==> src/rtl/core/hrbp_pkg.sv <==
// Shared types, codes and method name table for the HTTP request byte parser.
package hrbp_pkg;

  typedef logic [7:0] byte_t;

  typedef enum logic [3:0] {
    PH_METHOD   = 4'd0,
    PH_URI      = 4'd1,
    PH_PROTO    = 4'd2,
    PH_HNAME    = 4'd3,
    PH_HVALUE   = 4'd4,
    PH_BODY     = 4'd5,
    PH_PROTO_CR = 4'd6,
    PH_COLON    = 4'd7,
    PH_VALUE_CR = 4'd8,
    PH_PEEK_CR  = 4'd9,
    PH_PEEK_LF  = 4'd10
  } phase_t;

  localparam logic [2:0] SEC_METHOD = 3'd0;
  localparam logic [2:0] SEC_URI    = 3'd1;
  localparam logic [2:0] SEC_PROTO  = 3'd2;
  localparam logic [2:0] SEC_HNAME  = 3'd3;
  localparam logic [2:0] SEC_HVALUE = 3'd4;
  localparam logic [2:0] SEC_BODY   = 3'd5;

  localparam logic [1:0] ERR_NONE   = 2'd0;
  localparam logic [1:0] ERR_METHOD = 2'd1;
  localparam logic [1:0] ERR_TRUNC  = 2'd2;

  localparam logic [3:0] CODE_NONE    = 4'd0;
  localparam logic [3:0] CODE_UNKNOWN = 4'd9;
  localparam int         NUM_METHODS  = 9;
  localparam int         NAME_MAX     = 7;

  localparam byte_t CHAR_CR    = 8'h0D;
  localparam byte_t CHAR_LF    = 8'h0A;
  localparam byte_t CHAR_COLON = 8'h3A;
  localparam byte_t CHAR_SPACE = 8'h20;

  // GET HEAD POST PUT DELETE CONNECT OPTIONS TRACE PATCH, zero padded
  localparam byte_t NAME_CHARS [NUM_METHODS][NAME_MAX] = '{
    '{"G", "E", "T", 8'h00, 8'h00, 8'h00, 8'h00},
    '{"H", "E", "A", "D", 8'h00, 8'h00, 8'h00},
    '{"P", "O", "S", "T", 8'h00, 8'h00, 8'h00},
    '{"P", "U", "T", 8'h00, 8'h00, 8'h00, 8'h00},
    '{"D", "E", "L", "E", "T", "E", 8'h00},
    '{"C", "O", "N", "N", "E", "C", "T"},
    '{"O", "P", "T", "I", "O", "N", "S"},
    '{"T", "R", "A", "C", "E", 8'h00, 8'h00},
    '{"P", "A", "T", "C", "H", 8'h00, 8'h00}
  };

  localparam logic [3:0] NAME_LEN [NUM_METHODS] = '{
    4'd3, 4'd4, 4'd4, 4'd3, 4'd6, 4'd7, 4'd7, 4'd5, 4'd5
  };

  typedef struct packed {
    logic       has_byte;
    byte_t      data;
    logic [2:0] section;
    logic       token_done;
    logic [3:0] method_code;
    logic       message_end;
    logic [1:0] error;
    logic       last;
  } res_t;

  typedef struct packed {
    logic push;   // method byte seen
    logic clear;  // method ended or message ended
  } meth_ctl_t;

  function automatic res_t mk_res(logic hb, byte_t d, logic [2:0] sec, logic td,
                                  logic [3:0] mc, logic [1:0] err);
    res_t r;
    r.has_byte    = hb;
    r.data        = d;
    r.section     = sec;
    r.token_done  = td;
    r.method_code = mc;
    r.message_end = 1'b0;
    r.error       = err;
    r.last        = 1'b0;
    return r;
  endfunction

  function automatic logic [2:0] phase_section(phase_t ph);
    logic [2:0] s;
    unique case (ph)
      PH_URI:                             s = SEC_URI;
      PH_PROTO, PH_PROTO_CR:              s = SEC_PROTO;
      PH_HNAME, PH_COLON, PH_PEEK_CR,
      PH_PEEK_LF:                         s = SEC_HNAME;
      PH_HVALUE, PH_VALUE_CR:             s = SEC_HVALUE;
      PH_BODY:                            s = SEC_BODY;
      default:                            s = SEC_METHOD;
    endcase
    return s;
  endfunction

endpackage

==> src/rtl/core/http_request_byte_parser_core.sv <==
// HTTP request byte parser: input register, phase register, step logic and result queue.
// Path: a byte passes the input register, then the result queue, before its first
// result beat can be taken. Throughput: one byte per cycle while the queue has room;
// the queue drains one result per cycle while m_axis_tready is high, so a byte that
// yields two results (CR fallback in header-end lookahead) takes one more out beat.
// Reset: synchronous rst returns the phase to method, empties the queue and input register.
module http_request_byte_parser_core import hrbp_pkg::*; #(
  parameter int METHOD_MAX_CHARS = 7
) (
  input  logic        clk,
  input  logic        rst,
  input  logic        s_axis_tvalid,
  output logic        s_axis_tready,
  input  logic [7:0]  s_axis_tdata,   // data_byte
  input  logic        s_axis_tlast,   // end_of_message
  output logic        m_axis_tvalid,
  input  logic        m_axis_tready,
  output logic [15:0] m_axis_tdata,   // data[7:0], token_done, method_code[3:0],
                                      // message_end, error[1:0]
  output logic [3:0]  m_axis_tuser,   // has_byte, section[2:0]
  output logic        m_axis_tlast    // last_of_run
);

  logic       in_valid;
  byte_t      in_byte;
  logic       in_eom;
  phase_t     phase;
  phase_t     phase_next;
  res_t       r0;
  res_t       r1;
  res_t       out_res;
  logic [1:0] n;
  logic [1:0] push_n;
  logic [3:0] method_code;
  meth_ctl_t  ctl;
  meth_ctl_t  ctl_q;
  logic       room;
  logic       step_go;

  assign step_go       = in_valid && room;
  assign s_axis_tready = !in_valid || step_go;
  assign push_n        = step_go ? n : 2'd0;
  assign ctl_q         = step_go ? ctl : '0;

  always_ff @(posedge clk) begin
    if (rst) begin
      in_valid <= 1'b0;
    end else if (s_axis_tvalid && s_axis_tready) begin
      in_valid <= 1'b1;
    end else if (step_go) begin
      in_valid <= 1'b0;
    end
  end

  always_ff @(posedge clk) begin
    if (s_axis_tvalid && s_axis_tready) begin
      in_byte <= s_axis_tdata;
      in_eom  <= s_axis_tlast;
    end
  end

  always_ff @(posedge clk) begin
    if (rst) begin
      phase <= PH_METHOD;
    end else if (step_go) begin
      phase <= phase_next;
    end
  end

  hrbp_method #(
    .METHOD_MAX_CHARS (METHOD_MAX_CHARS)
  ) u_method (
    .clk         (clk),
    .rst         (rst),
    .ctl         (ctl_q),
    .data_byte   (in_byte),
    .method_code (method_code)
  );

  hrbp_step u_step (
    .phase       (phase),
    .data_byte   (in_byte),
    .eom         (in_eom),
    .method_code (method_code),
    .phase_next  (phase_next),
    .r0          (r0),
    .r1          (r1),
    .n           (n),
    .ctl         (ctl)
  );

  hrbp_outq u_outq (
    .clk       (clk),
    .rst       (rst),
    .push_n    (push_n),
    .r0        (r0),
    .r1        (r1),
    .out_ready (m_axis_tready),
    .out_valid (m_axis_tvalid),
    .out_res   (out_res),
    .room      (room)
  );

  assign m_axis_tdata = {out_res.error, out_res.message_end, out_res.method_code,
                         out_res.token_done, out_res.data};
  assign m_axis_tuser = {out_res.section, out_res.has_byte};
  assign m_axis_tlast = out_res.last;

  // end of message always returns the parser to the method phase
  a_eom_to_method: assert property (@(posedge clk) disable iff (rst)
    step_go && in_eom |=> phase == PH_METHOD)
    else $error("phase not back to method after end of message");

  // end of message always yields at least a marker beat
  a_eom_has_result: assert property (@(posedge clk) disable iff (rst)
    step_go && in_eom |-> n != 2'd0)
    else $error("end of message produced no result");

  // only the header-end lookahead fallback yields two results
  a_two_only_peek: assert property (@(posedge clk) disable iff (rst)
    step_go && n == 2'd2 |-> phase == PH_PEEK_LF)
    else $error("two results outside header-end lookahead");

  // a run closes with tlast before a new run's first beat can follow a message end
  a_msg_end_last: assert property (@(posedge clk) disable iff (rst)
    m_axis_tvalid && m_axis_tdata[13] |-> m_axis_tlast)
    else $error("message end beat without last_of_run");

endmodule

==> src/rtl/core/hrbp_method.sv <==
// Method byte buffer, length/overflow tracking and method name decode.
module hrbp_method import hrbp_pkg::*; #(
  parameter int METHOD_MAX_CHARS = 7
) (
  input  logic       clk,
  input  logic       rst,
  input  meth_ctl_t  ctl,
  input  byte_t      data_byte,
  output logic [3:0] method_code
);

  localparam int LW = $clog2(METHOD_MAX_CHARS + 1);
  localparam int IW = $clog2(METHOD_MAX_CHARS);

  byte_t           chars [METHOD_MAX_CHARS];
  logic [LW-1:0]   length;
  logic            overflow;
  logic            full;
  logic [NUM_METHODS-1:0] match;

  assign full = (length == LW'(METHOD_MAX_CHARS));

  always_ff @(posedge clk) begin
    if (rst) begin
      length   <= '0;
      overflow <= 1'b0;
    end else if (ctl.clear) begin
      length   <= '0;
      overflow <= 1'b0;
    end else if (ctl.push) begin
      if (full) begin
        overflow <= 1'b1;
      end else begin
        length <= length + LW'(1);
      end
    end
  end

  always_ff @(posedge clk) begin
    if (ctl.push && !full) begin
      chars[length[IW-1:0]] <= data_byte;
    end
  end

  // compare all names in parallel; names are distinct so at most one hits
  always_comb begin
    match = '0;
    for (int m = 0; m < NUM_METHODS; m++) begin
      match[m] = (length == LW'(NAME_LEN[m]));
      for (int i = 0; i < NAME_MAX; i++) begin
        if ((4'(i) < NAME_LEN[m]) && (chars[i] != NAME_CHARS[m][i])) begin
          match[m] = 1'b0;
        end
      end
    end
    method_code = CODE_UNKNOWN;
    if (!overflow) begin
      for (int m = NUM_METHODS - 1; m >= 0; m--) begin
        if (match[m]) begin
          method_code = 4'(m);
        end
      end
    end
  end

endmodule

==> src/rtl/core/hrbp_step.sv <==
// Per-byte phase transition and result generation (up to two results per byte).
module hrbp_step import hrbp_pkg::*; (
  input  phase_t     phase,
  input  byte_t      data_byte,
  input  logic       eom,
  input  logic [3:0] method_code,
  output phase_t     phase_next,
  output res_t       r0,
  output res_t       r1,
  output logic [1:0] n,
  output meth_ctl_t  ctl
);

  logic   is_colon;
  phase_t nb_phase;
  res_t   nb_res;
  logic   pending;

  // header name byte handling, shared by the header name phase and the lookahead fallbacks
  assign is_colon = (data_byte == CHAR_COLON);
  assign nb_phase = is_colon ? PH_COLON : PH_HNAME;
  assign nb_res   = mk_res(1'b1, data_byte, SEC_HNAME, 1'b0, CODE_NONE, ERR_NONE);

  always_comb begin
    r0         = '0;
    r1         = '0;
    n          = 2'd0;
    phase_next = phase;
    ctl        = '0;
    pending    = 1'b0;

    unique case (phase)
      PH_URI: begin
        n = 2'd1;
        if (data_byte == CHAR_SPACE) begin
          r0         = mk_res(1'b0, 8'h00, SEC_URI, 1'b1, CODE_NONE, ERR_NONE);
          phase_next = PH_PROTO;
        end else begin
          r0 = mk_res(1'b1, data_byte, SEC_URI, 1'b0, CODE_NONE, ERR_NONE);
        end
      end
      PH_PROTO: begin
        if (data_byte == CHAR_CR) begin
          phase_next = PH_PROTO_CR;
        end else begin
          r0 = mk_res(1'b1, data_byte, SEC_PROTO, 1'b0, CODE_NONE, ERR_NONE);
          n  = 2'd1;
        end
      end
      PH_PROTO_CR: begin
        n = 2'd1;
        if (data_byte == CHAR_LF) begin
          r0         = mk_res(1'b0, 8'h00, SEC_PROTO, 1'b1, CODE_NONE, ERR_NONE);
          phase_next = PH_HNAME;
        end else begin
          r0         = mk_res(1'b1, CHAR_CR, SEC_PROTO, 1'b0, CODE_NONE, ERR_NONE);
          phase_next = PH_PROTO;
        end
      end
      PH_HNAME: begin
        phase_next = nb_phase;
        if (!is_colon) begin
          r0 = nb_res;
          n  = 2'd1;
        end
      end
      PH_COLON: begin
        n = 2'd1;
        if (data_byte == CHAR_SPACE) begin
          r0         = mk_res(1'b0, 8'h00, SEC_HNAME, 1'b1, CODE_NONE, ERR_NONE);
          phase_next = PH_HVALUE;
        end else begin
          r0         = mk_res(1'b1, CHAR_COLON, SEC_HNAME, 1'b0, CODE_NONE, ERR_NONE);
          phase_next = PH_HNAME;
        end
      end
      PH_HVALUE: begin
        if (data_byte == CHAR_CR) begin
          phase_next = PH_VALUE_CR;
        end else begin
          r0 = mk_res(1'b1, data_byte, SEC_HVALUE, 1'b0, CODE_NONE, ERR_NONE);
          n  = 2'd1;
        end
      end
      PH_VALUE_CR: begin
        n = 2'd1;
        if (data_byte == CHAR_LF) begin
          r0         = mk_res(1'b0, 8'h00, SEC_HVALUE, 1'b1, CODE_NONE, ERR_NONE);
          phase_next = PH_PEEK_CR;
        end else begin
          r0         = mk_res(1'b1, CHAR_CR, SEC_HVALUE, 1'b0, CODE_NONE, ERR_NONE);
          phase_next = PH_HVALUE;
        end
      end
      PH_PEEK_CR: begin
        if (data_byte == CHAR_CR) begin
          phase_next = PH_PEEK_LF;
        end else begin
          phase_next = nb_phase;
          if (!is_colon) begin
            r0 = nb_res;
            n  = 2'd1;
          end
        end
      end
      PH_PEEK_LF: begin
        if (data_byte == CHAR_LF) begin
          phase_next = PH_BODY;
        end else begin
          // lone CR falls back to a header name byte
          r0         = mk_res(1'b1, CHAR_CR, SEC_HNAME, 1'b0, CODE_NONE, ERR_NONE);
          n          = 2'd1;
          phase_next = nb_phase;
          if (!is_colon) begin
            r1 = nb_res;
            n  = 2'd2;
          end
        end
      end
      PH_BODY: begin
        r0 = mk_res(1'b1, data_byte, SEC_BODY, 1'b0, CODE_NONE, ERR_NONE);
        n  = 2'd1;
      end
      default: begin
        n = 2'd1;
        if (data_byte == CHAR_SPACE) begin
          r0 = mk_res(1'b0, 8'h00, SEC_METHOD, 1'b1, method_code,
                      (method_code == CODE_UNKNOWN) ? ERR_METHOD : ERR_NONE);
          ctl.clear  = 1'b1;
          phase_next = PH_URI;
        end else begin
          r0         = mk_res(1'b1, data_byte, SEC_METHOD, 1'b0, CODE_NONE, ERR_NONE);
          ctl.push   = 1'b1;
          phase_next = PH_METHOD;
        end
      end
    endcase

    if (eom) begin
      pending = (phase_next >= PH_PROTO_CR) && (phase_next <= PH_PEEK_LF);
      if (n == 2'd0) begin
        r0 = mk_res(1'b0, 8'h00, phase_section(phase_next), 1'b0, CODE_NONE, ERR_NONE);
        n  = 2'd1;
      end
      if (n == 2'd2) begin
        r1.message_end = 1'b1;
        if (pending) r1.error = ERR_TRUNC;
        if (phase_next == PH_BODY) r1.token_done = 1'b1;
      end else begin
        r0.message_end = 1'b1;
        if (pending) r0.error = ERR_TRUNC;
        if (phase_next == PH_BODY) r0.token_done = 1'b1;
      end
      phase_next = PH_METHOD;
      ctl.clear  = 1'b1;
    end

    if (n == 2'd2) begin
      r1.last = 1'b1;
    end else if (n == 2'd1) begin
      r0.last = 1'b1;
    end
  end

endmodule

==> src/rtl/core/hrbp_outq.sv <==
// Four-entry result queue: up to two results in per cycle, one out per ready cycle.
module hrbp_outq import hrbp_pkg::*; (
  input  logic       clk,
  input  logic       rst,
  input  logic [1:0] push_n,
  input  res_t       r0,
  input  res_t       r1,
  input  logic       out_ready,
  output logic       out_valid,
  output res_t       out_res,
  output logic       room
);

  res_t       q [4];
  logic [1:0] wp;
  logic [1:0] rp;
  logic [2:0] count;
  logic [2:0] count_pop;
  logic       pop;

  assign out_valid = (count != 3'd0);
  assign pop       = out_valid && out_ready;
  assign out_res   = q[rp];
  assign count_pop = count - {2'b00, pop};
  // room for a two-result byte after this cycle's pop
  assign room      = (count_pop <= 3'd2);

  always_ff @(posedge clk) begin
    if (rst) begin
      wp    <= '0;
      rp    <= '0;
      count <= '0;
    end else begin
      wp    <= wp + push_n;
      rp    <= rp + {1'b0, pop};
      count <= count_pop + {1'b0, push_n};
    end
  end

  always_ff @(posedge clk) begin
    if (push_n != 2'd0) q[wp] <= r0;
    if (push_n == 2'd2) q[wp + 2'd1] <= r1;
  end

endmodule
==> config.mk <==
export PLATFORM = sky130hd
export DESIGN_NAME = http_request_byte_parser_core
export DESIGN_NICKNAME = d
export VERILOG_FILES = /design/src/rtl/core/hrbp_pkg.sv /design/src/rtl/core/http_request_byte_parser_core.sv /design/src/rtl/core/hrbp_method.sv /design/src/rtl/core/hrbp_step.sv /design/src/rtl/core/hrbp_outq.sv
export SDC_FILE = /design/constraint.sdc
export NUM_CORES = 1
export LEC_CHECK = 0
export BUFFER_PORTS_ARGS = -buffer_cell sky130_fd_sc_hd__buf_2
export CAP_MARGIN = 20
export CORE_ASPECT_RATIO = 1.4
export CORE_MARGIN = 5
export CORE_UTILIZATION = 55
export CTS_CLUSTER_SIZE = 16
export DETAILED_ROUTE_END_ITERATION = 12
export PLACE_DENSITY = 0.71
export SLEW_MARGIN = 20
export SYNTH_ARGS = -nofsm -noshare
export SYNTH_HDL_FRONTEND = slang
export SYNTH_HIERARCHICAL = 1
export SYNTH_SLANG_ARGS = --single-unit
export TNS_END_PERCENT = 50
==> constraint.sdc <==
create_clock -name clk -period 10.7 [get_ports clk]
set_input_delay 2.14 -clock clk [delete_from_list [all_inputs] [get_ports clk]]
set_output_delay 2.14 -clock clk [all_outputs]
set_load 0.005 [all_outputs]
# Word-level counts from Yosys, hierarchy flattened
# Memories as Yosys holds them, arrays and structs flattened. A register that Yosys moved wholly into a read port is not among the register bits.
# Cells that the tools add are included.
# word_totals
in_bits	13
mem_bits_ro	48
n_memories	3
word_cells	216
out_inout_bits	23
register_bits	25
ramBits	140
# classes
n_addsub	6
reduce_logical	17
eq_ne	58
order_cmp	3
muxes	119
bitwise_logic	1
# mem_list
memory	words	word_bits	rd	rd_ports_with_merged_regs	write_ports	line	rtl
u_outq.q	4	21	1	1	2	hrbp_outq.sv:14	res_t q [4];
u_method.chars	7	8	7	0	1	hrbp_method.sv:15	byte_t chars [METHOD_MAX_CHARS];
(no name shown)	16	3	1	0	0	hrbp_pkg.sv:90	unique case (ph)
# op_table
op	n
$mux 21	14
$ne 8x7->1 const B	33
$pmux 21 s10	1
$mux 1	69
$mux 4	16
$pmux 4 s10	1
$mux 2	12
$eq 4x3->1 const B	5
$eq 4x4->1 const B	4
$eq 8x4->1 const B	2
$eq 8x6->1 const B	2
$mux 3	5
$eq 3x3->1 const B	4
$reduce_or 10->1	1
$eq 4x2->1 const B	2
$pmux 2 s4	1
$eq 2x2->1 const B	3
$logic_and 1x1->1	5
$eq 4x1->1 const B	1
$ge 4x3->1 const B	1
$le 4x4->1 const B	1
$reduce_and 2->1	2
$reduce_bool 2->1	2
$reduce_or 2->1	2
other kinds (14)	15

# Longest topological paths before layout
# Gate-level depths: netlist of the first run.
# An unclocked memory read counts as a cell.
# logic_depth
depth_word	27
depth_mapped	13
mapped_depth_nobuf	11

# By module
# Netlist of the first run, hierarchy kept.
# modules_own_cells
mod	area_each_um2	cells_each	seq_area_each_um2	instances
hrbp_outq	4764.6	245	2662.6	1
hrbp_method	2588.7	183	1761.7	1
hrbp_step	1398.8	223	0.0	1
http_request_byte_parser_core	521.8	36	370.4	1

# Worst setup path before layout of the first run
# No wires, ideal clock.
# synth_path
path_kind	input port to flip-flop
start	in m_axis_tready
end	mem u_outq/q[0][0] (netlist name) (enable)
setup_slack_ns	4.992
path_buffers	1
arrival_time_ns	5.276
cell_stages	9
required_time_ns	10.268
setup_time_ns	0.432
cell_sequence	and2_1 -> ha_1 -> ha_1 -> xor2_1 -> a21oi_1 -> buf_6 -> and3_1 -> nor2_1 -> o31ai_1
# synth_lines
item	line	rtl
start, declared	http_request_byte_parser_core.sv:17	input logic m_axis_tready,
end, declared	hrbp_outq.sv:14	

# Final worst setup path of the first run
# layout_path
start	in m_axis_tready
end	out s_axis_tready
# layout_between
elab_chain_len	5
# layout_rtl
item	line	rtl
$logic_and 1x1->1	hrbp_outq.sv:22	assign pop = out_valid && out_ready;
$sub 3x1->3	hrbp_outq.sv:24	assign count_pop = count - {2'b00, pop};
$le 3x2->1	hrbp_outq.sv:26	assign room = (count_pop <= 3'd2);
net room	http_request_byte_parser_core.sv:37	logic room;
$logic_and 1x1->1	http_request_byte_parser_core.sv:40	assign step_go = in_valid && room;
$logic_or 1x1->1	http_request_byte_parser_core.sv:41	assign s_axis_tready = !in_valid || step_go;
end, declared	http_request_byte_parser_core.sv:13	output logic s_axis_tready,
# The timed path passes the listed nets, and every way through them passes these cells.

==> results of run 1 <==
## registers in the layout, summed over array words and instances (netlist names)
name	count
u_outq/rp	2
u_outq/q	84
u_outq/wp	2
u_method/overflow	1
u_method/length	3
in_valid	1
u_method/chars	56
phase	4
in_eom	1
u_outq/count	3
in_byte	8
## through the flow
stage / area (sq um) / worst slack [ns] / hold slack, ns
after floorplan: 9300 / 4.99 / 0.493
after global placement: 9510 / 4.67 / 0.546
after detailed placement: 9510 / 4.60 / 0.550
after CTS: 10100 / 4.59 / 0.560
after global routing: 10100 / 4.36 / 0.577
final: 10100 / 4.58 / 0.555
## cell type report
type / count / area (sq um)
Fill cell: 1316 / 6550
Sequential cell: 165 / 4800
Multi-Input combinational cell: 468 / 4170
Clock buffer: 17 / 425
Tap cell: 203 / 254
Timing Repair Buffer: 45 / 250
Clock inverter: 15 / 171
Inverter: 16 / 60.1
## cell families (layout without fill, tap and decap cells)
logic type,count (synthesis),count (layout),share of synthesized area [%]
multiplexers,110,110,18.7
XOR/XNOR,5,5,0.621
buffers and inverters,61,93,4.09
AO/OA/AOI/OAI,97,97,7.31
other,1,8,0.0404
flip-flops,165,165,51.7
AND/OR/NAND/NOR,233,233,15.4
adder cells (fa/ha/maj),15,15,2.10
## worst min-delay path by stage
stage	startpoint	to	slack, ns	depth (start not counted)
detailed placement	u_method/overflow	u_method/overflow	0.55	2
CTS	u_method/overflow	u_method/overflow	0.56	2
global route	u_method/overflow	u_method/overflow	0.58	2
finish	u_method/overflow	u_method/overflow	0.55	2
global placement	u_method/overflow	u_method/overflow	0.55	2
floorplan	u_method/overflow	u_method/overflow	0.49	2
## layer usage
metal  vias to the layer above  part of all wire (%)  track usage, %
li1                       2696                     -               -
met1                      2906                    40            25.7
met2                       235                    53            39.1
met3                        35                   5.5            4.16
met4                         0                   2.0            6.72
met5                         -                     0               0
## power by group through the flow
| stage | Clock, uW | Combinational [uW] | Sequential (uW) |
|---|---|---|---|
| 3_3_place_gp | 0 | 311 | 856 |
| 4_1_cts | 626 | 319 | 844 |
| 5_1_grt | 657 | 346 | 852 |
| 2_1_floorplan | 0 | 238 | 826 |
| 6_report | 618 | 314 | 844 |
| 3_5_place_dp | 0 | 318 | 858 |
## cells in the final DEF, fill, tap and decap left out, types with 5 or more instances in the layout
| cell | Yosys | final |
|---|---|---|
| clkbuf_16 | 0 | 17 |
| nor2_1 | 40 | 39 |
| nor3_1 | 16 | 14 |
| a211oi_1 | 5 | 5 |
| mux2_2 | 9 | 9 |
| nand2b_1 | 5 | 5 |
| nor4b_1 | 6 | 6 |
| mux4_2 | 21 | 21 |
| edfxtp_1 | 149 | 149 |
| nor3b_1 | 5 | 5 |
| dfxtp_1 | 16 | 15 |
| buf_2 | 6 | 35 |
| nand2_1 | 44 | 44 |
| mux2_1 | 10 | 10 |
| buf_4 | 18 | 10 |
| nor2b_1 | 15 | 14 |
| o21ai_0 | 14 | 14 |
| conb_1 | 1 | 8 |
| inv_6 | 0 | 6 |
| mux2_4 | 69 | 69 |
| nand4_1 | 11 | 11 |
| and2_1 | 17 | 17 |
| nor4_1 | 5 | 5 |
| and3_1 | 9 | 9 |
| a21bo_1 | 5 | 5 |
| inv_1 | 16 | 16 |
| ha_1 | 14 | 14 |
| nand3_1 | 13 | 13 |
| a21oi_1 | 25 | 25 |
## critical path, stage by stage
cell	delay, ns
buf_2	0.09
and2_1	0.14
ha_1	0.21
ha_1	0.21
xor2_1	0.17
a21oi_1	0.63
nand2b_2	0.27
buf_2	0.12
==> metrics.yaml, run 1 <==
p_comb_share_pct: 17.7
syn-instance-count: 687
period_needed_ns: 6.12
synth_top_area_share_pct: 48.2
start_util_pct: 55.6
antennaDiodeCount: 0
hold_viol_final: 0
clockRootBuffer: "clkbuf_16"
finalMaxSlewViolations: 0
synth_area_leaders: "edfxtp_1, mux2_4, mux4_2"
dp_cells: 897
vias: 5872
outcome: "finished, final reports clean"
track_usage_pct: 21.5
p_int_uw: 1290
path_clk_slew_ns: 0.06
r2r_cells: 8
post_cts_resized: 0
synth-seq-cells: 165
syn_area_per_cell_sq_um: 13.5
area_growth_pct: 9.15
clock_latency_ns: 0.43
postRouteAntennaNets: 0
cts_buffer_depth: 2
ios: 36
worstSetupPathType: "input pin to output pin"
post_cts_buffers: 0
cts_tree: "built"
nNetsFinal: 741
timing.rr.start: "in_byte[0]"
synthDistinctLibCells: 85
portBuffers: 35
period_share_pct: 57.2
synth_top_area_cell: "edfxtp_1"
cp.arrival_ns: 3.98
first_pass_iters: 5
vdd_ir_drop_max_mv: 0.147
power.density_nw_per_um2: 175
power_frac_clock_pct: 34.8
tns_ns: 0
startpoint: "m_axis_tready"
syn_area_sq_um: 9270
instances_no_fill: 929
tightestPinTransition_ns: 1.11
max_freq_mhz: 164
cts.sinks: 165
skew_ns: 0.00965
power.total_uw: 1780
reg2reg_slack_ns: 5.95
fp.dieH_um: 164
synth_edf_count: 149
antenna_found_initial: 0
drt_iter0_drc: 613
fp.dieArea_sq_um: 19600
wl_per_cell_um: 22.1
cp-start-kind: "input pin"
dp_hpwl_um: 14000
grt_pass1_wl_um: 32400
rsz0062_at_grt: "false"
async_flop_share_pct: 0
drc: 0
gr-total-overflow: 0
hold_class: "flop to flop"
synth_common_cells: "edfxtp_1, mux2_4, nand2_1, nor2_1, a21oi_1"
htree_levels: 4
coreArea_sq_um: 16700
rr_endpoint: "u_outq/q[0][1]"
layout-drive-gt1-share_pct: 28.1
p_leak_uw: 0.00360
synth_most_common_cell: "edfxtp_1"
yosys_most_used_dff: "edfxtp_1"
yosys_warnings: 6
cts_made_buffers: 17
gp_congestion: 0.930
grt_pass1_vias: 5939
sw_frac_of_total_pct: 27.3
die_w_um: 120
cp-end-kind: "output pin"
required_ns: 8.56
ctsHoldBuffers: 0
p_switching_uw: 485
setup_viol_count_final: 0
grt_max_degree: 36
final_util_pct: 60.7
slew_headroom_pct: 26.0
drt-total-wl_um: 20600
drv_cap: 0
ys_seq_area_share_pct: 51.7
seqPwrFrac_pct: 47.5
row_count: 56
path_max_fanout: 13
critPathCapture: "s_axis_tready"
vias_per_cell: 6.32
Power figures use the tool's default switching activity.
==> run 2: changes to the inputs <==
ABC_AREA = 1   (was unset)
clock period = 6.3 ns   (was 10.7 ns; I/O delays follow)
==> run 2 against run 1 <==
  * Worst hold slack got worse by 0.028 ns
  * Setup slack got worse by 2.8 ns
  * Area after synthesis fell by 0.72%
  * Sequential power rose by 79%
  * Flip-flop and latch count did not move
  * Register-to-register slack got worse by 4.0 ns
  * Largest cell class unchanged
  * Clock power rose by 56%
  * Final area fell by 1.7%
==> metrics.yaml, run 2 <==
coreArea_sq_um: 16600  # was 16700 sq um
drv_cap: 0  # unchanged
gr-total-overflow: 0  # unchanged
die_w_um: 119  # was 120 um
ios: 36  # unchanged
synth_top_area_cell: "edfxtp_1"  # unchanged
first_pass_iters: 5  # unchanged
regMostFlops: "u_outq/q"  # unchanged
cts_made_buffers: 17  # unchanged
row_count: 56  # unchanged
outcome: "finished, final reports clean"  # unchanged
vias_per_cell: 5.31  # was 6.32
area_growth_pct: 8.02  # was 9.15%
finalMaxSlewViolations: 0  # unchanged
cp-end-kind: "flop"  # was output pin
required_ns: 6.33  # was 8.56 ns
cp-start-kind: "input pin"  # unchanged
path_clk_slew_ns: 0.06  # about the same
clock_latency_ns: 0.42  # was 0.43 ns
layout_common_cells: "nand2_1, inv_1, edfxtp_1"  # was edfxtp_1, mux2_4, nand2_1
cts_tree: "built"  # unchanged
post_cts_resized: 0  # unchanged
period_share_pct: 72.3
synth_top_area_share_pct: 48.6  # was 48.2%
grt_pass1_wl_um: 34900  # was 32400 um
stdcell_area_sq_um: 9950  # was 10100 sq um
dp_hpwl_um: 15500  # was 14000 um
cts.sinks: 165  # unchanged
synth_edf_count: 149  # unchanged
portBuffers: 35  # unchanged
postRouteAntennaNets: 0  # unchanged
clockRootBuffer: "clkbuf_16"  # unchanged
htree_levels: 4  # unchanged
final_common_cell: "nand2_1"  # was edfxtp_1
post_cts_buffers: 0  # unchanged
p_leak_uw: 0.00425  # was 0.00360 uW
ctsHoldBuffers: 0  # unchanged
syn-instance-count: 1124  # was 687
start_util_pct: 55.4  # was 55.6%
synthDistinctLibCells: 34  # was 85
tightestPinTransition_ns: 1.08  # was 1.11 ns
gp_congestion: 0.941  # was 0.930
async_flop_share_pct: 0  # unchanged
dp_cells: 1330  # was 897
drt_iter0_drc: 680  # was 613
path_max_fanout: 43  # was 13
drc: 0  # unchanged
rsz0062_at_grt: "false"  # unchanged
syn_area_sq_um: 9210  # was 9270 sq um
cp.arrival_ns: 4.59  # was 3.98 ns
skew_ns: 0.0121  # was 0.00965 ns
power.total_uw: 3710  # was 1780 uW
drt-total-wl_um: 21500  # was 20600 um
power.density_nw_per_um2: 373  # was 175 nW/um^2
fp.dieArea_sq_um: 19500  # was 19600 sq um
ys_seq_area_share_pct: 52.1  # was 51.7%
tns_ns: 0  # unchanged
whs_ns: 0.527  # was 0.555 ns
instances_no_fill: 1363  # was 929
hold_viol_final: 0  # unchanged
nNetsFinal: 1175  # was 741
synth_area_leaders: "edfxtp_1, nand2_1, inv_1"  # was edfxtp_1, mux2_4, mux4_2
slew_headroom_pct: 27.7  # was 26.0%
yosys_most_used_dff: "edfxtp_1"  # unchanged
hold_class: "flop to flop"  # unchanged
yosys_warnings: 6  # unchanged
dpl-instance-area_sq_um: 9400  # was 9510 sq um
fp.dieH_um: 163  # was 164 um
period_needed_ns: 4.56
wl_per_cell_um: 15.8  # was 22.1 um
antenna_found_initial: 0  # unchanged
grt_pass1_vias: 6936  # was 5939
layout-drive-gt1-share_pct: 10.6  # was 28.1%
worstSetupPathType: "input pin to flop"  # was input pin to output pin
cts_buffer_depth: 2  # unchanged
synth-seq-cells: 165  # unchanged
grt_max_degree: 79  # was 36
syn_area_per_cell_sq_um: 8.19  # was 13.5 sq um
vdd_ir_drop_max_mv: 0.285  # was 0.147 mV
vias: 7236  # was 5872
antennaDiodeCount: 0  # unchanged
track_usage_pct: 23.1  # was 21.5%
synth_common_cells: "nand2_1, inv_1, edfxtp_1, nor2_1, o21ai_0"  # was edfxtp_1, mux2_4, nand2_1, nor2_1, a21oi_1
synth_most_common_cell: "nand2_1"  # was edfxtp_1
setup_viol_count_final: 0  # unchanged
max_freq_mhz: 219
largest_reg_flops: 84  # unchanged
[run 2: power breakdown]
group          internal, uW  switching [uW]  total, uW
Clock                   543             419        962
Combinational           405             837       1240
Sequential             1420            85.8       1510
Total                  2370            1340       3710
[run 2: final cells by class]
type | count | area [sq um]
clock inverter | 13 | 108
tap | 203 | 254
fill | 1473 | 6660
sequential | 165 | 4800
timing repair buffer | 38 | 195
inverter | 189 | 709
multi-input combinational | 736 | 3450
clock buffer | 19 | 433
[run 2: final timing paths]
check	startpoint	depth (start not counted)	to	slack, ns
max	m_axis_tready	13	u_outq/q[3][5]	1.74
min	u_outq/rp[1]	2	u_outq/rp[1]	0.53
max reg2reg	in_byte[6]	14	u_outq/q[3][5]	1.99
min reg2reg	u_outq/rp[1]	2	u_outq/rp[1]	0.53
[run 2: cell families after synthesis]
| kind of cell | after synthesis | share of synthesized area, % |
|---|---|---|
| other | 1 | 0.0407 |
| adders and majority gates | 15 | 2.12 |
| AOI/OAI and AO/OA | 185 | 10.8 |
| xor gates and xnor gates | 1 | 0.0951 |
| DFF | 165 | 52.1 |
| buffers and inverters | 230 | 10.7 |
| and+or+nand+nor | 527 | 24.1 |
[run 2: metal layers]
metal | routed length, um | track usage (%) | vias up
met3 | 992 | 3.67 | 40
met5 | 0 | 0 | -
met4 | 677 | 10.5 | 0
li1 | - | - | 3645
met1 | 8730 | 27.4 | 3332
met2 | 11100 | 41.3 | 219
[run 2: worst max-delay path: stages]
cell	delay, ns
buf_2	0.09
and2_1	0.16
ha_1	0.20
ha_1	0.23
nand2_1	0.07
nand2_1	0.07
a21oi_1	0.19
nand2_2	0.19
nor2_1	0.40
inv_2	0.10
nor2_4	0.16
nand2_2	0.44
nand2_1	1.00
[run 2: stage by stage]
| step | worst slack [ns] | utilization [%] |
|---|---|---|
| 2_1_floorplan | 2.32 | - |
| 3_3_place_gp | 1.49 | 56.6 |
| 3_5_place_dp | 1.32 | 56.6 |
| 4_1_cts | 1.76 | 59.9 |
| 5_1_grt | 1.36 | 59.9 |
| 6_report | 1.74 | 59.9 |
